## src/hdl/pdl_pkg.sv

```systemverilog
// Shared types and constants of the password door lock controller.
// Used by the modules in hdl/ other than pdl_checker through scoped names; depends on nothing.
package pdl_pkg;

    localparam int BYTE_W      = 8;
    localparam int CFG_INDEX_W = 3;
    localparam int OUT_TDATA_W = 8;

    // Command bytes seen while idle
    localparam logic [BYTE_W-1:0] CMD_SET_BYTE   = 8'h30;
    localparam logic [BYTE_W-1:0] CMD_CHECK_BYTE = 8'h31;

    typedef enum logic [6:0] {
        M_IDLE  = 7'b000_0001,
        M_SET   = 7'b000_0010,
        M_CHECK = 7'b000_0100,
        M_CW    = 7'b000_1000,
        M_PAUSE = 7'b001_0000,
        M_CCW   = 7'b010_0000,
        M_LOCK  = 7'b100_0000
    } t_mode;

    typedef enum logic [CFG_INDEX_W-1:0] {
        CFG_TICKS_PER_SECOND = 3'd0,
        CFG_OPEN_SECONDS     = 3'd1,
        CFG_PAUSE_SECONDS    = 3'd2,
        CFG_CLOSE_SECONDS    = 3'd3,
        CFG_LOCKOUT_SECONDS  = 3'd4,
        CFG_MAX_ATTEMPTS     = 3'd5
    } t_cfg_index;

    typedef enum logic [1:0] {
        REPLY_WRONG    = 2'd0,
        REPLY_ACCEPTED = 2'd1,
        REPLY_LOCKED   = 2'd2
    } t_reply;

    typedef enum logic [1:0] {
        MOTOR_OFF = 2'd0,
        MOTOR_CW  = 2'd1,
        MOTOR_CCW = 2'd2
    } t_motor;

    typedef struct packed {
        logic [7:0] ticks_per_second;
        logic [5:0] open_seconds;
        logic [5:0] pause_seconds;
        logic [5:0] close_seconds;
        logic [7:0] lockout_seconds;
        logic [2:0] max_attempts;
    } t_cfg;

    localparam t_cfg CFG_RESET = '{
        ticks_per_second: 8'd123,
        open_seconds:     6'd16,
        pause_seconds:    6'd3,
        close_seconds:    6'd15,
        lockout_seconds:  8'd60,
        max_attempts:     3'd3
    };

    // Classified input word as it travels through the queue
    typedef struct packed {
        logic              tick;
        logic              cmd_set;
        logic              cmd_check;
        logic [BYTE_W-1:0] data;
    } t_item;

endpackage

```

## src/hdl/pdl_front.sv

```systemverilog
// Front end: takes input words and classifies them for the queue.
// Depends on pdl_pkg.
module pdl_front (
    input  logic                        i_tvalid,
    input  logic                        i_tuser,
    input  logic [pdl_pkg::BYTE_W-1:0]  i_tdata,
    output logic                        o_tready,
    input  logic                        i_full,
    output logic                        o_push,
    output pdl_pkg::t_item              o_item
);

    assign o_tready = !i_full;
    assign o_push   = i_tvalid && !i_full;

    always_comb begin
        o_item.tick      = i_tuser;
        o_item.cmd_set   = !i_tuser && (i_tdata == pdl_pkg::CMD_SET_BYTE);
        o_item.cmd_check = !i_tuser && (i_tdata == pdl_pkg::CMD_CHECK_BYTE);
        o_item.data      = i_tdata;
    end

endmodule

```

## src/hdl/pdl_queue.sv

```systemverilog
// Two-entry queue of classified words between front and back end.
// Depends on pdl_pkg.
module pdl_queue (
    input  logic            i_clk,
    input  logic            i_rst_n,
    input  logic            i_push,
    input  pdl_pkg::t_item  i_item,
    output logic            o_full,
    input  logic            i_pop,
    output logic            o_valid,
    output pdl_pkg::t_item  o_item
);

    pdl_pkg::t_item r_slot [2];
    logic           r_wr_ptr, n_wr_ptr;
    logic           r_rd_ptr, n_rd_ptr;
    logic [1:0]     r_count,  n_count;

    assign o_full  = (r_count == 2'd2);
    assign o_valid = (r_count != 2'd0);
    assign o_item  = r_slot[r_rd_ptr];

    always_comb begin
        n_wr_ptr = r_wr_ptr ^ i_push;
        n_rd_ptr = r_rd_ptr ^ i_pop;
        n_count  = r_count + {1'b0, i_push} - {1'b0, i_pop};
    end

    always_ff @(posedge i_clk) begin
        if (!i_rst_n) begin
            r_wr_ptr <= 1'b0;
            r_rd_ptr <= 1'b0;
            r_count  <= 2'd0;
        end else begin
            r_wr_ptr <= n_wr_ptr;
            r_rd_ptr <= n_rd_ptr;
            r_count  <= n_count;
        end
    end

    always_ff @(posedge i_clk) begin
        if (i_push) begin
            r_slot[r_wr_ptr] <= i_item;
        end
    end

endmodule

```

## src/hdl/pdl_back.sv

```systemverilog
// Back end: configuration registers, password store, lock sequencer and
// the output register. Depends on pdl_pkg.
module pdl_back #(
    parameter int PASS_LEN = 5
) (
    input  logic                              i_clk,
    input  logic                              i_rst_n,
    input  logic                              i_cfg_valid,
    input  logic [pdl_pkg::CFG_INDEX_W-1:0]   i_cfg_index,
    input  logic [pdl_pkg::BYTE_W-1:0]        i_cfg_data,
    input  logic                              i_q_valid,
    input  pdl_pkg::t_item                    i_q_item,
    output logic                              o_q_pop,
    output logic                              o_tvalid,
    input  logic                              i_tready,
    output logic [pdl_pkg::OUT_TDATA_W-1:0]   o_tdata
);

    localparam int IDX_W = (PASS_LEN > 1) ? $clog2(PASS_LEN) : 1;
    localparam logic [IDX_W-1:0] LAST_IDX = IDX_W'(PASS_LEN - 1);

    pdl_pkg::t_cfg   r_cfg;
    pdl_pkg::t_mode  r_mode, n_mode;
    logic [IDX_W-1:0] r_idx, n_idx;
    logic            r_all_match, n_all_match;
    logic [2:0]      r_wrong, n_wrong;
    logic [7:0]      r_prescale, n_prescale;
    logic [7:0]      r_seconds, n_seconds;
    logic [7:0]      r_store [PASS_LEN];
    logic            store_we;

    logic            r_out_valid;
    logic [pdl_pkg::OUT_TDATA_W-1:0] r_out_data;

    logic            timed;
    logic            byte_match;
    logic [2:0]      wrong_inc;
    logic [7:0]      prescale_inc;
    logic [7:0]      seconds_inc;
    logic            reply_valid;
    pdl_pkg::t_reply reply_code;
    pdl_pkg::t_motor motor;

    // Phase length in seconds of a timed mode
    function automatic logic [7:0] phase_len(pdl_pkg::t_mode m, pdl_pkg::t_cfg c);
        logic [7:0] len;
        len = 8'd1;
        if (m == pdl_pkg::M_CW)    len = {2'b00, c.open_seconds};
        if (m == pdl_pkg::M_PAUSE) len = {2'b00, c.pause_seconds};
        if (m == pdl_pkg::M_CCW)   len = {2'b00, c.close_seconds};
        if (m == pdl_pkg::M_LOCK)  len = c.lockout_seconds;
        return len;
    endfunction

    // Skip over timed phases of zero length
    function automatic pdl_pkg::t_mode settle(pdl_pkg::t_mode m, pdl_pkg::t_cfg c);
        pdl_pkg::t_mode s;
        s = m;
        if (s == pdl_pkg::M_CW && c.open_seconds == 6'd0)     s = pdl_pkg::M_PAUSE;
        if (s == pdl_pkg::M_PAUSE && c.pause_seconds == 6'd0) s = pdl_pkg::M_CCW;
        if (s == pdl_pkg::M_CCW && c.close_seconds == 6'd0)   s = pdl_pkg::M_IDLE;
        if (s == pdl_pkg::M_LOCK && c.lockout_seconds == 8'd0) s = pdl_pkg::M_IDLE;
        return s;
    endfunction

    function automatic pdl_pkg::t_mode phase_next(pdl_pkg::t_mode m);
        pdl_pkg::t_mode s;
        s = pdl_pkg::M_IDLE;
        if (m == pdl_pkg::M_CW)    s = pdl_pkg::M_PAUSE;
        if (m == pdl_pkg::M_PAUSE) s = pdl_pkg::M_CCW;
        return s;
    endfunction

    function automatic logic timed_flag(pdl_pkg::t_mode m);
        return (m == pdl_pkg::M_CW) || (m == pdl_pkg::M_PAUSE) ||
               (m == pdl_pkg::M_CCW) || (m == pdl_pkg::M_LOCK);
    endfunction

    assign o_q_pop  = i_q_valid && (!r_out_valid || i_tready);
    assign o_tvalid = r_out_valid;
    assign o_tdata  = r_out_data;

    assign timed        = (r_mode == pdl_pkg::M_CW) || (r_mode == pdl_pkg::M_PAUSE) ||
                          (r_mode == pdl_pkg::M_CCW) || (r_mode == pdl_pkg::M_LOCK);
    assign byte_match   = (r_store[r_idx] == i_q_item.data);
    assign wrong_inc    = r_wrong + 3'd1;
    assign prescale_inc = r_prescale + 8'd1;
    assign seconds_inc  = r_seconds + 8'd1;

    always_comb begin
        n_mode      = r_mode;
        n_idx       = r_idx;
        n_all_match = r_all_match;
        n_wrong     = r_wrong;
        n_prescale  = r_prescale;
        n_seconds   = r_seconds;
        store_we    = 1'b0;
        reply_valid = 1'b0;
        reply_code  = pdl_pkg::REPLY_WRONG;
        if (o_q_pop) begin
            if (!i_q_item.tick) begin
                unique case (r_mode)
                    pdl_pkg::M_IDLE: begin
                        if (i_q_item.cmd_set) begin
                            n_mode = pdl_pkg::M_SET;
                            n_idx  = '0;
                        end else if (i_q_item.cmd_check) begin
                            n_mode      = pdl_pkg::M_CHECK;
                            n_idx       = '0;
                            n_all_match = 1'b1;
                        end
                    end
                    pdl_pkg::M_SET: begin
                        store_we = 1'b1;
                        if (r_idx == LAST_IDX) begin
                            n_mode = pdl_pkg::M_IDLE;
                            n_idx  = '0;
                        end else begin
                            n_idx = r_idx + 1'b1;
                        end
                    end
                    pdl_pkg::M_CHECK: begin
                        if (r_idx == LAST_IDX) begin
                            reply_valid = 1'b1;
                            n_idx       = '0;
                            n_all_match = 1'b1;
                            n_prescale  = 8'd0;
                            n_seconds   = 8'd0;
                            if (r_all_match && byte_match) begin
                                reply_code = pdl_pkg::REPLY_ACCEPTED;
                                n_mode     = settle(pdl_pkg::M_CW, r_cfg);
                            end else begin
                                n_wrong = wrong_inc;
                                if (wrong_inc >= r_cfg.max_attempts) begin
                                    reply_code = pdl_pkg::REPLY_LOCKED;
                                    n_mode     = settle(pdl_pkg::M_LOCK, r_cfg);
                                    // A lockout of no length ends at once
                                    if (r_cfg.lockout_seconds == 8'd0) begin
                                        n_wrong = 3'd0;
                                    end
                                end
                            end
                        end else begin
                            n_idx       = r_idx + 1'b1;
                            n_all_match = r_all_match && byte_match;
                        end
                    end
                    default: begin
                    end
                endcase
            end else if (timed) begin
                if (prescale_inc == r_cfg.ticks_per_second) begin
                    n_prescale = 8'd0;
                    if (seconds_inc >= phase_len(r_mode, r_cfg)) begin
                        n_seconds = 8'd0;
                        n_mode    = settle(phase_next(r_mode), r_cfg);
                        if (r_mode == pdl_pkg::M_LOCK) begin
                            n_wrong = 3'd0;
                        end
                    end else begin
                        n_seconds = seconds_inc;
                    end
                end else begin
                    n_prescale = prescale_inc;
                end
            end
        end
    end

    always_comb begin
        motor = pdl_pkg::MOTOR_OFF;
        if (n_mode == pdl_pkg::M_CW)  motor = pdl_pkg::MOTOR_CW;
        if (n_mode == pdl_pkg::M_CCW) motor = pdl_pkg::MOTOR_CCW;
    end

    always_ff @(posedge i_clk) begin
        if (!i_rst_n) begin
            r_cfg <= pdl_pkg::CFG_RESET;
        end else if (i_cfg_valid) begin
            unique case (pdl_pkg::t_cfg_index'(i_cfg_index))
                pdl_pkg::CFG_TICKS_PER_SECOND: r_cfg.ticks_per_second <= i_cfg_data;
                pdl_pkg::CFG_OPEN_SECONDS:     r_cfg.open_seconds     <= i_cfg_data[5:0];
                pdl_pkg::CFG_PAUSE_SECONDS:    r_cfg.pause_seconds    <= i_cfg_data[5:0];
                pdl_pkg::CFG_CLOSE_SECONDS:    r_cfg.close_seconds    <= i_cfg_data[5:0];
                pdl_pkg::CFG_LOCKOUT_SECONDS:  r_cfg.lockout_seconds  <= i_cfg_data;
                pdl_pkg::CFG_MAX_ATTEMPTS:     r_cfg.max_attempts     <= i_cfg_data[2:0];
                default: begin
                end
            endcase
        end
    end

    always_ff @(posedge i_clk) begin
        if (!i_rst_n) begin
            r_mode      <= pdl_pkg::M_IDLE;
            r_idx       <= '0;
            r_all_match <= 1'b1;
            r_wrong     <= 3'd0;
            r_prescale  <= 8'd0;
            r_seconds   <= 8'd0;
            r_out_valid <= 1'b0;
        end else begin
            r_mode      <= n_mode;
            r_idx       <= n_idx;
            r_all_match <= n_all_match;
            r_wrong     <= n_wrong;
            r_prescale  <= n_prescale;
            r_seconds   <= n_seconds;
            if (o_q_pop) begin
                r_out_valid <= 1'b1;
            end else if (i_tready) begin
                r_out_valid <= 1'b0;
            end
        end
    end

    always_ff @(posedge i_clk) begin
        if (!i_rst_n) begin
            for (int i = 0; i < PASS_LEN; i++) begin
                r_store[i] <= 8'd0;
            end
        end else if (store_we) begin
            r_store[r_idx] <= i_q_item.data;
        end
    end

    always_ff @(posedge i_clk) begin
        if (o_q_pop) begin
            r_out_data <= {1'b0, timed_flag(n_mode), n_mode == pdl_pkg::M_LOCK,
                           motor, reply_code, reply_valid};
        end
    end

endmodule

```

## src/hdl/password_door_lock_controller.sv

```systemverilog
// Top level of the password door lock controller.
// Instantiates pdl_front, pdl_queue and pdl_back; depends on pdl_pkg.
//
// Usage
//   Input stream (s_axis): one word per received byte or timer tick.
//     tuser selects the kind (0 byte, 1 tick), tdata carries the byte.
//   Output stream (m_axis): exactly one result word per input word, in order.
//   Configuration channel (cfg): index 0..5 selects ticks per second, open,
//     pause, close and lockout seconds, and the wrong-attempt limit; the
//     channel is always ready. Write it only while no word is in flight.
//   Path: a result word passes through a queue entry, then the output register,
//     on its way to m_axis.
//   Throughput: one word per cycle while the receiver is ready, set by the sequencer step in
//     the back end; the front end and the back end meet at a two-entry queue.
//   Stall: while the receiver holds tready low, the output register holds its
//     word, the queue fills, and s_axis tready falls once both entries are
//     full; nothing is dropped.
//   Reset: clears the queue and output register, returns the sequencer to
//     idle, zeroes the password store and reloads configuration defaults.
module password_door_lock_controller #(
    parameter int PASS_LEN = 5
) (
    input  logic        i_clk,
    input  logic        i_rst_n,
    input  logic        i_s_axis_tvalid,
    output logic        o_s_axis_tready,
    input  logic [7:0]  i_s_axis_tdata,   // [7:0] byte_value
    input  logic        i_s_axis_tuser,   // [0] func
    output logic        o_m_axis_tvalid,
    input  logic        i_m_axis_tready,
    output logic [7:0]  o_m_axis_tdata,   // [0] reply_valid, [2:1] reply_code,
                                          // [4:3] motor_drive, [5] buzzer,
                                          // [6] busy_res, [7] zero
    input  logic        i_cfg_valid,
    output logic        o_cfg_ready,
    input  logic [2:0]  i_cfg_index,
    input  logic [7:0]  i_cfg_data
);

    logic           q_full;
    logic           q_push;
    pdl_pkg::t_item q_in_item;
    logic           q_pop;
    logic           q_valid;
    pdl_pkg::t_item q_out_item;

    // Configuration registers take a word on every cycle
    assign o_cfg_ready = 1'b1;

    // Front: classify the incoming word as tick, command or data byte
    pdl_front u_front (
        .i_tvalid (i_s_axis_tvalid),
        .i_tuser  (i_s_axis_tuser),
        .i_tdata  (i_s_axis_tdata),
        .o_tready (o_s_axis_tready),
        .i_full   (q_full),
        .o_push   (q_push),
        .o_item   (q_in_item)
    );

    // Queue: decouple the input side from output back-pressure
    pdl_queue u_queue (
        .i_clk   (i_clk),
        .i_rst_n (i_rst_n),
        .i_push  (q_push),
        .i_item  (q_in_item),
        .o_full  (q_full),
        .i_pop   (q_pop),
        .o_valid (q_valid),
        .o_item  (q_out_item)
    );

    // Back: advance the lock sequencer one word per cycle while the output register can take it, register the result
    pdl_back #(
        .PASS_LEN (PASS_LEN)
    ) u_back (
        .i_clk       (i_clk),
        .i_rst_n     (i_rst_n),
        .i_cfg_valid (i_cfg_valid),
        .i_cfg_index (i_cfg_index),
        .i_cfg_data  (i_cfg_data),
        .i_q_valid   (q_valid),
        .i_q_item    (q_out_item),
        .o_q_pop     (q_pop),
        .o_tvalid    (o_m_axis_tvalid),
        .i_tready    (i_m_axis_tready),
        .o_tdata     (o_m_axis_tdata)
    );

endmodule

```

## config.mk

```make
export PLATFORM = sky130hd
export DESIGN_NAME = password_door_lock_controller
export DESIGN_NICKNAME = d
export VERILOG_FILES = /design/src/hdl/pdl_pkg.sv /design/src/hdl/pdl_front.sv /design/src/hdl/pdl_queue.sv /design/src/hdl/pdl_back.sv /design/src/hdl/password_door_lock_controller.sv
export SDC_FILE = /design/constraint.sdc
export NUM_CORES = 1
export LEC_CHECK = 0
export ABC_AREA = 1
export ABC_CLOCK_PERIOD_IN_PS = 3700
export BUFFER_PORTS_ARGS = -buffer_cell sky130_fd_sc_hd__buf_2
export CAP_MARGIN = 20
export CORE_ASPECT_RATIO = 0.7
export CORE_UTILIZATION = 59
export CTS_CLUSTER_DIAMETER = 60
export CTS_CLUSTER_SIZE = 8
export DETAILED_ROUTE_END_ITERATION = 10
export GPL_ROUTABILITY_DRIVEN = 0
export PLACE_DENSITY = 0.77
export SLEW_MARGIN = 20
export SYNTH_ARGS = -nofsm -noshare
export SYNTH_HDL_FRONTEND = slang
export SYNTH_SLANG_ARGS = --single-unit
```

## constraint.sdc

```tcl
create_clock -name i_clk -period 3.7 [get_ports i_clk]
set_input_delay 0.74 -clock i_clk [delete_from_list [all_inputs] [get_ports i_clk]]
set_output_delay 0.74 -clock i_clk [all_outputs]
set_load 0.03 [all_outputs]
```

==> results_dict.tcl, run 1 <==
set metrics [dict create \
    grt_pass1_vias 5940 \
    fmax_ghz 0.291 \
    maxSlewHeadroom_pct 44.1 \
    portBuffers 33 \
    antenna_found_initial 0 \
    grt_max_degree 56 \
    regArea_um2 4320 \
    arrival_ns 3.74 \
    dp_hpwl_um 14200 \
    multi_input_area_um2 3500 \
    clock_sinks 169 \
    async_flop_share_pct 0 \
    die_w_um 146 \
    final_util_pct 67.5 \
    peakVddDrop_uv 428 \
    path_max_fanout 6 \
    post_drt_wl_per_cell_um 15.3 \
    slew_violations 0 \
    yosys_warnings 0 \
    post_drt_via_cell_ratio 5.41 \
    holdBufCountCts 0 \
    clock_power_share_pct 28.7 \
    root_buffer "clkbuf_16" \
    ys.flop_type "edfxtp_1" \
    p_per_area_nw_per_um2 618 \
    syn_area_per_cell_um2 8.30 \
    cts_buffer_depth 2 \
    synth_seq_area_share_pct 50.3 \
    synth_largest_area_cell "edfxtp_1" \
    cp-end-kind "flop" \
    setup_viol 0 \
    p_switching_uw 2190 \
    crit_required_ns 4.00 \
    drt_first_iter_violations 683 \
    swShare_pct 37.4 \
    p_int_uw 3670 \
    syn_nets 1077 \
    reg2reg_depth 21 \
    drc 0 \
    final_nets 1122 \
    reg2reg_slack_ns 0.26 \
    grt_usage_pct 27.1 \
    min_path_cells 2 \
    min_path_type "flop to flop" \
    fin_crit_ns 3.44 \
    cts_buffers 17 \
    p_comb_share_pct 31.8 \
    final_antenna_net_count 0 \
    drive_gt1_share_pct 11.7 \
    drt-total-wl_um 19600 \
    syn_area_um2 8570 \
    area_delta_synth_final_pct 10.7 \
    htreeDepth 4 \
    vias 6924 \
    ys_ff_latch 169 \
    diodes 0 \
    worstSetupPathType "flop to flop" \
    clk_pin_slew_ns 0.06 \
    seqPwrFrac_pct 39.6 \
    synthCells 1032 \
    grt_pass1_wl_um 31000 \
    postPlaceCellArea_um2 8900 \
    synth.area.top_cells "edfxtp_1 (33%), dfxtp_1 (18%), nand2_1 (9.7%)" \
    dieArea_um2 15000 \
    fin_area_um2 9490 \
    coreArea_um2 14100 \
    leakage_uw 0.00417 \
    clock_skew_ns 0.00924 \
    yosysUniqueCellTypes 58 \
    drv_cap 0 \
    synth_top_area_share_pct 32.6 \
    cts_tree "yes" \
    fin_crit_sh_pct 93.0 \
    synth_enable_flop_cells 93 \
    rows 36 \
    gr-total-overflow 0 \
    floorplan.die.height_um 103 \
    boundaryPins 36 \
    status "completed" \
    dr.pass1.iters 5 \
    worstMarginPinSlew_ns 0.828 \
    start_kind "flop" \
    fillers 1167 \
    hold_viol 0 \
    start_util_pct 61.0 \
    insertion_delay_ns 0.43 \
]
==> state kept, by name (all words and copies together), names as in the netlist, named ones only <==
| signal | flops |
|---|---|
| u_queue.r_count | 2 |
| u_queue.r_rd_ptr | 1 |
| u_back.r_idx | 3 |
| u_back.r_mode | 7 |
| u_back.o_tdata | 7 |
| u_back.r_cfg | 37 |
| u_back.o_tvalid | 1 |
| u_back.r_wrong | 3 |
| u_back.r_prescale | 8 |
| u_queue.r_wr_ptr | 1 |
| u_back.r_all_match | 1 |
| u_queue.r_slot | 22 |
| u_back.r_seconds | 8 |
| u_back.r_store | 64 |
==> cell type report <==
| cell class | count | share of cell area, % |
|---|---|---|
| flip-flops and latches | 169 | 45.5 |
| well taps | 190 | 2.51 |
| repair buffers | 51 | 3.17 |
| inverters | 151 | 6.08 |
| multi-input cells | 687 | 36.9 |
| clock inverters | 13 | 1.27 |
| clock buffers | 19 | 4.56 |
==> path summary, 6_finish.rpt <==
| path | startpoint | end |
|---|---|---|
| worst max-delay path | u_back.r_mode[3]$_SDFF_PN0_ | u_back.o_tdata[3]$_SDFFCE_PN0P_ |
| worst min-delay path | u_back.r_cfg[2]$_SDFFE_PN0P_ | u_back.r_cfg[2]$_SDFFE_PN0P_ |
| worst max register to register | u_back.r_mode[3]$_SDFF_PN0_ | u_back.o_tdata[3]$_SDFFCE_PN0P_ |
| worst min register to register | u_back.r_cfg[2]$_SDFFE_PN0P_ | u_back.r_cfg[2]$_SDFFE_PN0P_ |
==> power by group through the flow <==
| stage | registers, µW | logic (µW) | clock network (µW) |
|---|---|---|---|
| 6_report | 2320 | 1860 | 1680 |
| 5_1_grt | 2340 | 2080 | 1770 |
| 4_1_cts | 2320 | 1830 | 1690 |
| 3_5_place_dp | 2360 | 1810 | 0 |
| 3_3_place_gp | 2350 | 1780 | 0 |
| 2_1_floorplan | 2370 | 1330 | 0 |
==> per-stage QoR <==
step	hold WS [ns]	TNS (ns)	instances	setup WS, ns	total power (µW)
after floorplan	0.433	0	1032	0.752	3710
after global placement	0.449	0	1245	0.457	4140
after detailed placement	0.455	0	1245	0.304	4170
after CTS	0.464	0	1277	0.257	5840
after global routing	0.495	-0.0300	1280	-0.0233	6190
final	0.462	0	1280	0.258	5870
==> cells in the mapped netlist (3+ instances only) <==
cell,count
nor2_2,6
inv_2,8
nand2_2,5
buf_4,7
clkbuf_1,8
edfxtp_1,93
a211oi_1,10
o21ai_1,15
xnor2_1,5
o211ai_1,6
xor2_1,11
buf_6,8
nand3_1,80
nor3_1,8
a21oi_1,45
ha_1,20
a221oi_1,4
nor4_1,6
and2_1,3
nor2_1,147
o21ai_2,7
inv_1,139
nand2_1,221
nand4_1,6
o21ai_0,35
nand3b_1,7
dfxtp_1,76
nor2_4,3
o22ai_1,5
or2_2,3
==> cell families after synthesis <==
group | Yosys count | synth area share, %
adder cells (fa/ha/maj) | 20 | 2.92
other | 2 | 0.0876
XOR/XNOR | 17 | 1.90
AND/OR/NAND/NOR | 506 | 25.9
flip-flops | 169 | 50.3
multiplexers | 2 | 0.234
buffers and inverters | 176 | 8.82
AO/OA/AOI/OAI | 140 | 9.80
==> layout by cell type, fill, tap and decap left out, drive strengths merged, types with 5 or more instances in the layout <==
cell,count
a211oi,10
a21oi,46
buf,51
clkbuf,19
clkinv,9
dfxtp,76
edfxtp,93
ha,20
inv,152
nand2,227
nand3,82
nand3b,7
nand4,7
nor2,156
nor3,10
nor4,8
o211ai,7
o21ai,57
o22ai,5
xnor2,5
xor2,11
==> critical path, cell delays in order (launching register included) <==
cell      delay, ns
dfxtp_2        0.37
nor2_2         0.14
nand2_1        0.13
nor4_4         0.35
buf_4          0.20
nand2_1        0.06
o221ai_1       0.07
a21oi_1        0.10
ha_1           0.21
inv_1          0.06
a21oi_1        0.05
o21ai_0        0.14
nand2_1        0.07
nand3_1        0.16
inv_1          0.13
nor3_4         0.25
nand2_2        0.09
nand2_1        0.09
o211ai_2       0.13
or2_1          0.26
nor2_2         0.13
and2_1         0.13
==> metal layers <==
layer	GRT usage (%)	up-vias	wire, µm
li1	-	3478	-
met1	42.4	3113	9720
met2	36.1	311	7630
met3	7.35	22	1990
met4	7.45	0	243
met5	0	-	0
==> timing repair <==
| action | 4_1_cts | 5_1_grt |
|---|---|---|
| setup buffers | 0 | 3 |
| resized for setup | 0 | 3 |
| endpoints found under the setup margin | 0 | 4 |
Note: power is estimated with default switching activity, not from simulation.
==> inputs of run 2 (changes only) <==
- ABC_CLOCK_PERIOD_IN_PS: 3700 -> 3800
- HOLD_SLACK_MARGIN: default -> 0.06
- clock period: 3.7 -> 3.8 ns (I/O delays scaled with it)
==> results_dict.tcl, run 2 (synthesized netlist as in run 1, its figures left out) <==
set metrics [dict create \
    maxSlewHeadroom_pct 44.5 \
    crit_required_ns 4.10 \
    drt-total-wl_um 20100 \
    drc 0 \
    grt_pass1_wl_um 31400 \
    portBuffers 33 \
    largest_reg_flops 64 \
    worstMarginPinSlew_ns 0.825 \
    setup_ws_ns 0.266 \
    gr-total-overflow 0 \
    top_register "u_back.r_store" \
    rsz0062_at_grt "no" \
    start_util_pct 61.0 \
    critical_path.startpoint "u_back.r_mode[3]$_SDFF_PN0_" \
    grt_max_degree 34 \
    rr_startpoint "u_back.r_mode[3]$_SDFF_PN0_" \
    path_common_cell "nand2_1" \
    area_delta_synth_final_pct 11.0 \
    insertion_delay_ns 0.43 \
    rows 36 \
    drv_cap 0 \
    cts_buffers 17 \
    fin_crit_ns 3.53 \
    antenna_found_initial 0 \
    min_path_type "flop to flop" \
    hold_viol 0 \
    path_buf_inv 2 \
    cp_top_family "simple AND/OR/NAND/NOR gates" \
    path_cells "inv_1, nor3_2, nand2_2, o21ai_0, o221ai_1, ha_1, a21oi_1, o21ai_0, nand2_1, nand3_2, inv_1, nor3_4, nand2_2, nand2_1, o211ai_2, or2_1, nor2_2, o21ai_1, nand2_1" \
    slowest_delay_ns 0.51 \
    clock_sinks 169 \
    diodes 0 \
    leakage_uw 0.00418 \
    fmax_ghz 0.283 \
    root_buffer "clkbuf_16" \
    fin_crit_sh_pct 93.0 \
    htreeDepth 4 \
    final_util_pct 67.7 \
    crit_slowest_cell "dfxtp_1" \
    setup_viol 0 \
    dp_hpwl_um 14300 \
    cts_buffer_depth 2 \
    drive_gt1_share_pct 11.5 \
    peakVddDrop_uv 406 \
    final_cells 1279 \
    holdBufCountCts 0 \
    cp.depth 19 \
    cp-end-kind "flop" \
    r2r-end "u_back.o_tdata[6]$_DFFE_PP_" \
    grt_pass1_vias 6034 \
    reg2reg_slack_ns 0.27 \
    p_per_area_nw_per_um2 611 \
    reg2reg_depth 19 \
    total_power_uw 5810 \
    final_common_cell "nand2_1" \
    mostFrequentLayoutCells "nand2_1 (221), nor2_1 (146), inv_1 (139)" \
    clock_skew_ns 0.00864 \
    vias 7053 \
    status "completed" \
    final_nets 1121 \
    slew_violations 0 \
    coreArea_um2 14100 \
    reg.largest.list "u_back.r_store (64), u_back.r_cfg (37), u_queue.r_slot (22)" \
    clk_pin_slew_ns 0.06 \
    final_antenna_net_count 0 \
    dp.cells 1245 \
    dr.pass1.iters 8 \
    floorplan.die.height_um 103 \
    boundaryPins 36 \
    arrival_ns 3.84 \
    worstSetupPathType "flop to flop" \
    detailedPlace.worstSlack_ns 0.338 \
    grt_usage_pct 27.6 \
    critPathCapture "u_back.o_tdata[6]$_DFFE_PP_" \
    post_drt_wl_per_cell_um 15.7 \
    die_w_um 146 \
    path_max_fanout 7 \
    drt_first_iter_violations 730 \
    post_drt_via_cell_ratio 5.51 \
    dieArea_um2 15000 \
    cts_tree "yes" \
    start_kind "flop" \
    final.setup.tns_ns 0 \
]
## run 2: layer usage
layer	vias up	wire length [µm]	track usage (%)
met5	-	0	0
met4	0	350	8.57
met3	40	2280	6.15
met2	356	8030	38.1
met1	3174	9480	42.7
li1	3483	-	-
## run 2: what timing repair did
item                       CTS  global route
gates resized for setup      0             3
buffers inserted             0             2
setup endpoints to repair    0             4
## run 2: worst min path at each step
stage	slack (ns)	startpoint	to	cells after the start
2_1_floorplan	0.43	u_back.r_cfg[0]$_SDFFE_PN1P_	u_back.r_cfg[0]$_SDFFE_PN1P_	2
3_3_place_gp	0.45	u_back.r_cfg[2]$_SDFFE_PN0P_	u_back.r_cfg[2]$_SDFFE_PN0P_	2
3_5_place_dp	0.46	u_back.r_cfg[2]$_SDFFE_PN0P_	u_back.r_cfg[2]$_SDFFE_PN0P_	2
4_1_cts	0.47	u_back.r_cfg[2]$_SDFFE_PN0P_	u_back.r_cfg[2]$_SDFFE_PN0P_	2
5_1_grt	0.48	u_back.r_cfg[2]$_SDFFE_PN0P_	u_back.r_cfg[2]$_SDFFE_PN0P_	2
6_report	0.46	u_back.r_cfg[2]$_SDFFE_PN0P_	u_back.r_cfg[2]$_SDFFE_PN0P_	2
## run 2: cell type report
class | instances | area (µm²)
well taps | 190 | 238
fillers | 1150 | 4540
repair buffers | 50 | 293
flip-flops and latches | 169 | 4310
multi-input cells | 687 | 3510
clock inverters | 14 | 156
clock buffers | 18 | 429
inverters | 151 | 574
## run 2: worst min-delay path, stage by stage (launching register included)
cell     delay, ns
dfxtp_1       0.30
inv_1         0.06
a21oi_1       0.06
## run 2: stage by stage
stage	instance area [µm²]	hold slack, ns
finish	9520	0.465
global route	9520	0.480
CTS	9490	0.467
detailed placement	8900	0.458
global placement	8900	0.453
floorplan	8570	0.433
## run 2: power by group
part           internal (µW)  total, µW  switching [µW]
logic                    517       1840            1320
registers               2140       2240            99.5
clock network           1020       1730             710
total                   3680       5810            2130
==> inputs of run 3 (changes only) <==
- SYNTH_HIERARCHICAL: default -> 1
==> results_dict.tcl, run 3 <==
set metrics [dict create \
    leakage_uw 0.00430 \
    coreArea_um2 14700 \
    grt_usage_pct 27.1 \
    reg2reg_depth 24 \
    die_w_um 149 \
    final.setup.tns_ns 0 \
    rr_startpoint "u_back/r_mode[2]$_SDFF_PN0_" \
    crit_required_ns 3.98 \
    holdWs_ns 0.469 \
    drc 0 \
    cts_buffer_depth 2 \
    syn_area_um2 8890 \
    arrival_ns 3.66 \
    diodes 0 \
    yosys_warnings 6 \
    dp.cells 1281 \
    rows 37 \
    dp_hpwl_um 14300 \
    post_drt_wl_per_cell_um 15.4 \
    holdBufCountCts 0 \
    rsz0062_at_grt "no" \
    clock_skew_ns 0.00663 \
    grt_max_degree 49 \
    p_per_area_nw_per_um2 584 \
    grt_pass1_wl_um 32300 \
    worstSetupPathType "flop to flop" \
    postPlaceCellArea_um2 9140 \
    hold_end "u_back/r_wrong[1]$_SDFFE_PN0P_" \
    fin_crit_sh_pct 91.7 \
    drt_first_iter_violations 757 \
    r2r-end "u_back/o_tdata[6]$_DFFE_PP_" \
    synth_enable_flop_cells 93 \
    yosysUniqueCellTypes 52 \
    final_nets 1152 \
    floorplan.die.height_um 105 \
    final_common_cell "nand2_1" \
    ys.flop_type "edfxtp_1" \
    fin_crit_ns 3.48 \
    synth_most_common_cell "nand2_1" \
    fmax_ghz 0.287 \
    antenna_found_initial 0 \
    synth_commonest_cells "nand2_1 (237), inv_1 (145), nor2_1 (141)" \
    clock_sinks 169 \
    htreeDepth 4 \
    top_layer "met4" \
    peakVddDrop_uv 363 \
    area_delta_synth_final_pct 10.1 \
    grt_pass1_vias 6398 \
    post_drt_via_cell_ratio 5.44 \
    fin_area_um2 9790 \
    top_register "u_back/r_store" \
    synthCells 1076 \
    ys_ff_latch 169 \
    worstMarginPinSlew_ns 0.734 \
    largest_reg_flops 64 \
    start_kind "flop" \
    slew_violations 0 \
    synth.area.top_cells "edfxtp_1 (31%), dfxtp_1 (17%), nand2_1 (10%)" \
    final_cells 1315 \
    path_max_fanout 8 \
    maxSlewHeadroom_pct 49.8 \
    path_common_cell "nand2_1" \
    status "completed" \
    final_antenna_net_count 0 \
    met2WireLength_um 8310 \
    boundaryPins 36 \
    reg.largest.list "u_back/r_store (64), u_back/r_cfg (37), u_queue/r_slot (22)" \
    start_util_pct 60.4 \
    reg2reg_slack_ns 0.32 \
    syn_nets 1121 \
    dr_wl_met3_um 1930 \
    dieArea_um2 15600 \
    wl_met1_um 9830 \
    cts_tree "yes" \
    drt-total-wl_um 20300 \
    vias 7159 \
    min_path_cells 2 \
    syn_area_per_cell_um2 8.27 \
    hold_start "u_back/r_wrong[1]$_SDFFE_PN0P_" \
    synth_top_area_share_pct 31.4 \
    final_util_pct 66.5 \
    crit_slowest_cell "dfxtp_1" \
    drv_cap 0 \
    dr.pass1.iters 6 \
    root_buffer "clkbuf_16" \
    insertion_delay_ns 0.43 \
    mostFrequentLayoutCells "nand2_1 (236), nor2_1 (141), inv_1 (140)" \
    clk_pin_slew_ns 0.06 \
    drive_gt1_share_pct 14.6 \
    setup_viol 0 \
    async_flop_share_pct 0 \
    slowest_delay_ns 0.43 \
    cts_buffers 17 \
    synth_seq_area_share_pct 48.5 \
    min_path_type "flop to flop" \
    hold_viol 0 \
    path_cells "nor2_4, nand2_1, nor4_4, inv_2, o221ai_1, o21ai_0, o21a_1, ha_1, a21oi_1, o21ai_0, nand2_1, nand3_1, inv_1, nor2_2, nand2_2, nand2_1, a21oi_1, nand2_1, nand2_2, clkinv_1, nand2_1, nand2_1, nand3_1, nand2_1" \
    synth_largest_area_cell "edfxtp_1" \
    gr-total-overflow 0 \
    portBuffers 33 \
    cp-end-kind "flop" \
]
[run 3: changes by cell type after synthesis, sizes merged, moves of 6 or more]
cell / before / now
o21ai: 57 / 51
o22ai: 5 / 12
a21oi: 46 / 52
inv: 148 / 154
nand4: 7 / 13
nand2: 227 / 256
buf: 17 / 25
mux2: 0 / 11
[run 3: worst max path at each step]
stage                           startpoint                          end  slack (ns)  depth (start not counted)
5_1_grt        u_back/r_mode[2]$_SDFF_PN0_  u_back/o_tdata[6]$_DFFE_PP_       0.005                         24
3_3_place_gp   u_back/r_mode[2]$_SDFF_PN0_  u_back/o_tdata[6]$_DFFE_PP_        0.48                         24
4_1_cts        u_back/r_mode[2]$_SDFF_PN0_  u_back/o_tdata[6]$_DFFE_PP_        0.41                         24
2_1_floorplan  u_back/r_mode[0]$_SDFF_PN1_  u_back/o_tdata[6]$_DFFE_PP_        0.68                         26
3_5_place_dp   u_back/r_mode[2]$_SDFF_PN0_  u_back/o_tdata[6]$_DFFE_PP_        0.41                         24
6_report       u_back/r_mode[2]$_SDFF_PN0_  u_back/o_tdata[6]$_DFFE_PP_        0.32                         24
[run 3: kinds of logic after synthesis]
group                      synth area share (%)
buffers and inverters                      9.68
xor gates and xnor gates                  0.985
AOI/OAI and AO/OA                          8.51
DFF                                        48.5
other                                    0.0844
adders and majority gates                  2.81
and+or+nand+nor                            27.6
muxes                                      1.81
[run 3: metrics by stage]
| stage | setup slack (ns) | power, µW |
|---|---|---|
| 2_1_floorplan | 0.678 | 3470 |
| 3_3_place_gp | 0.481 | 3860 |
| 3_5_place_dp | 0.405 | 3890 |
| 4_1_cts | 0.407 | 5690 |
| 5_1_grt | 0.00452 | 5990 |
| 6_report | 0.315 | 5720 |
[run 3: final cells by class]
cell class,count,area (µm²)
clock inverters,14,188
well taps,195,244
flip-flops and latches,169,4310
clock buffers,18,429
multi-input cells,714,3740
fillers,1176,4930
repair buffers,49,285
inverters,156,593
[run 3: critical path, delay by kind of cell (launching register included)]
kind	cells	cell delay (ns)
compound gates	6	0.73
fa+ha+maj	1	0.28
buf+inv	3	0.28
flops	1	0.43
simple gates	14	1.50
[run 3: where the power goes]
part	switching [µW]	internal, µW
Clock	756	1050
Sequential	99.8	2130
Combinational	1170	518
Total	2020	3700
[run 3: timing repair]
action / in CTS / in global routing
setup buffers: 0 / 2
resized for setup: 0 / 8
setup endpoints to repair: 0 / 1
[run 3: routing by layer]
| metal | GRT usage [%] | vias to the layer above |
|---|---|---|
| li1 | - | 3569 |
| met2 | 37.9 | 315 |
| met1 | 42.0 | 3256 |
| met4 | 5.98 | 0 |
| met3 | 6.68 | 19 |
| met5 | 0 | - |
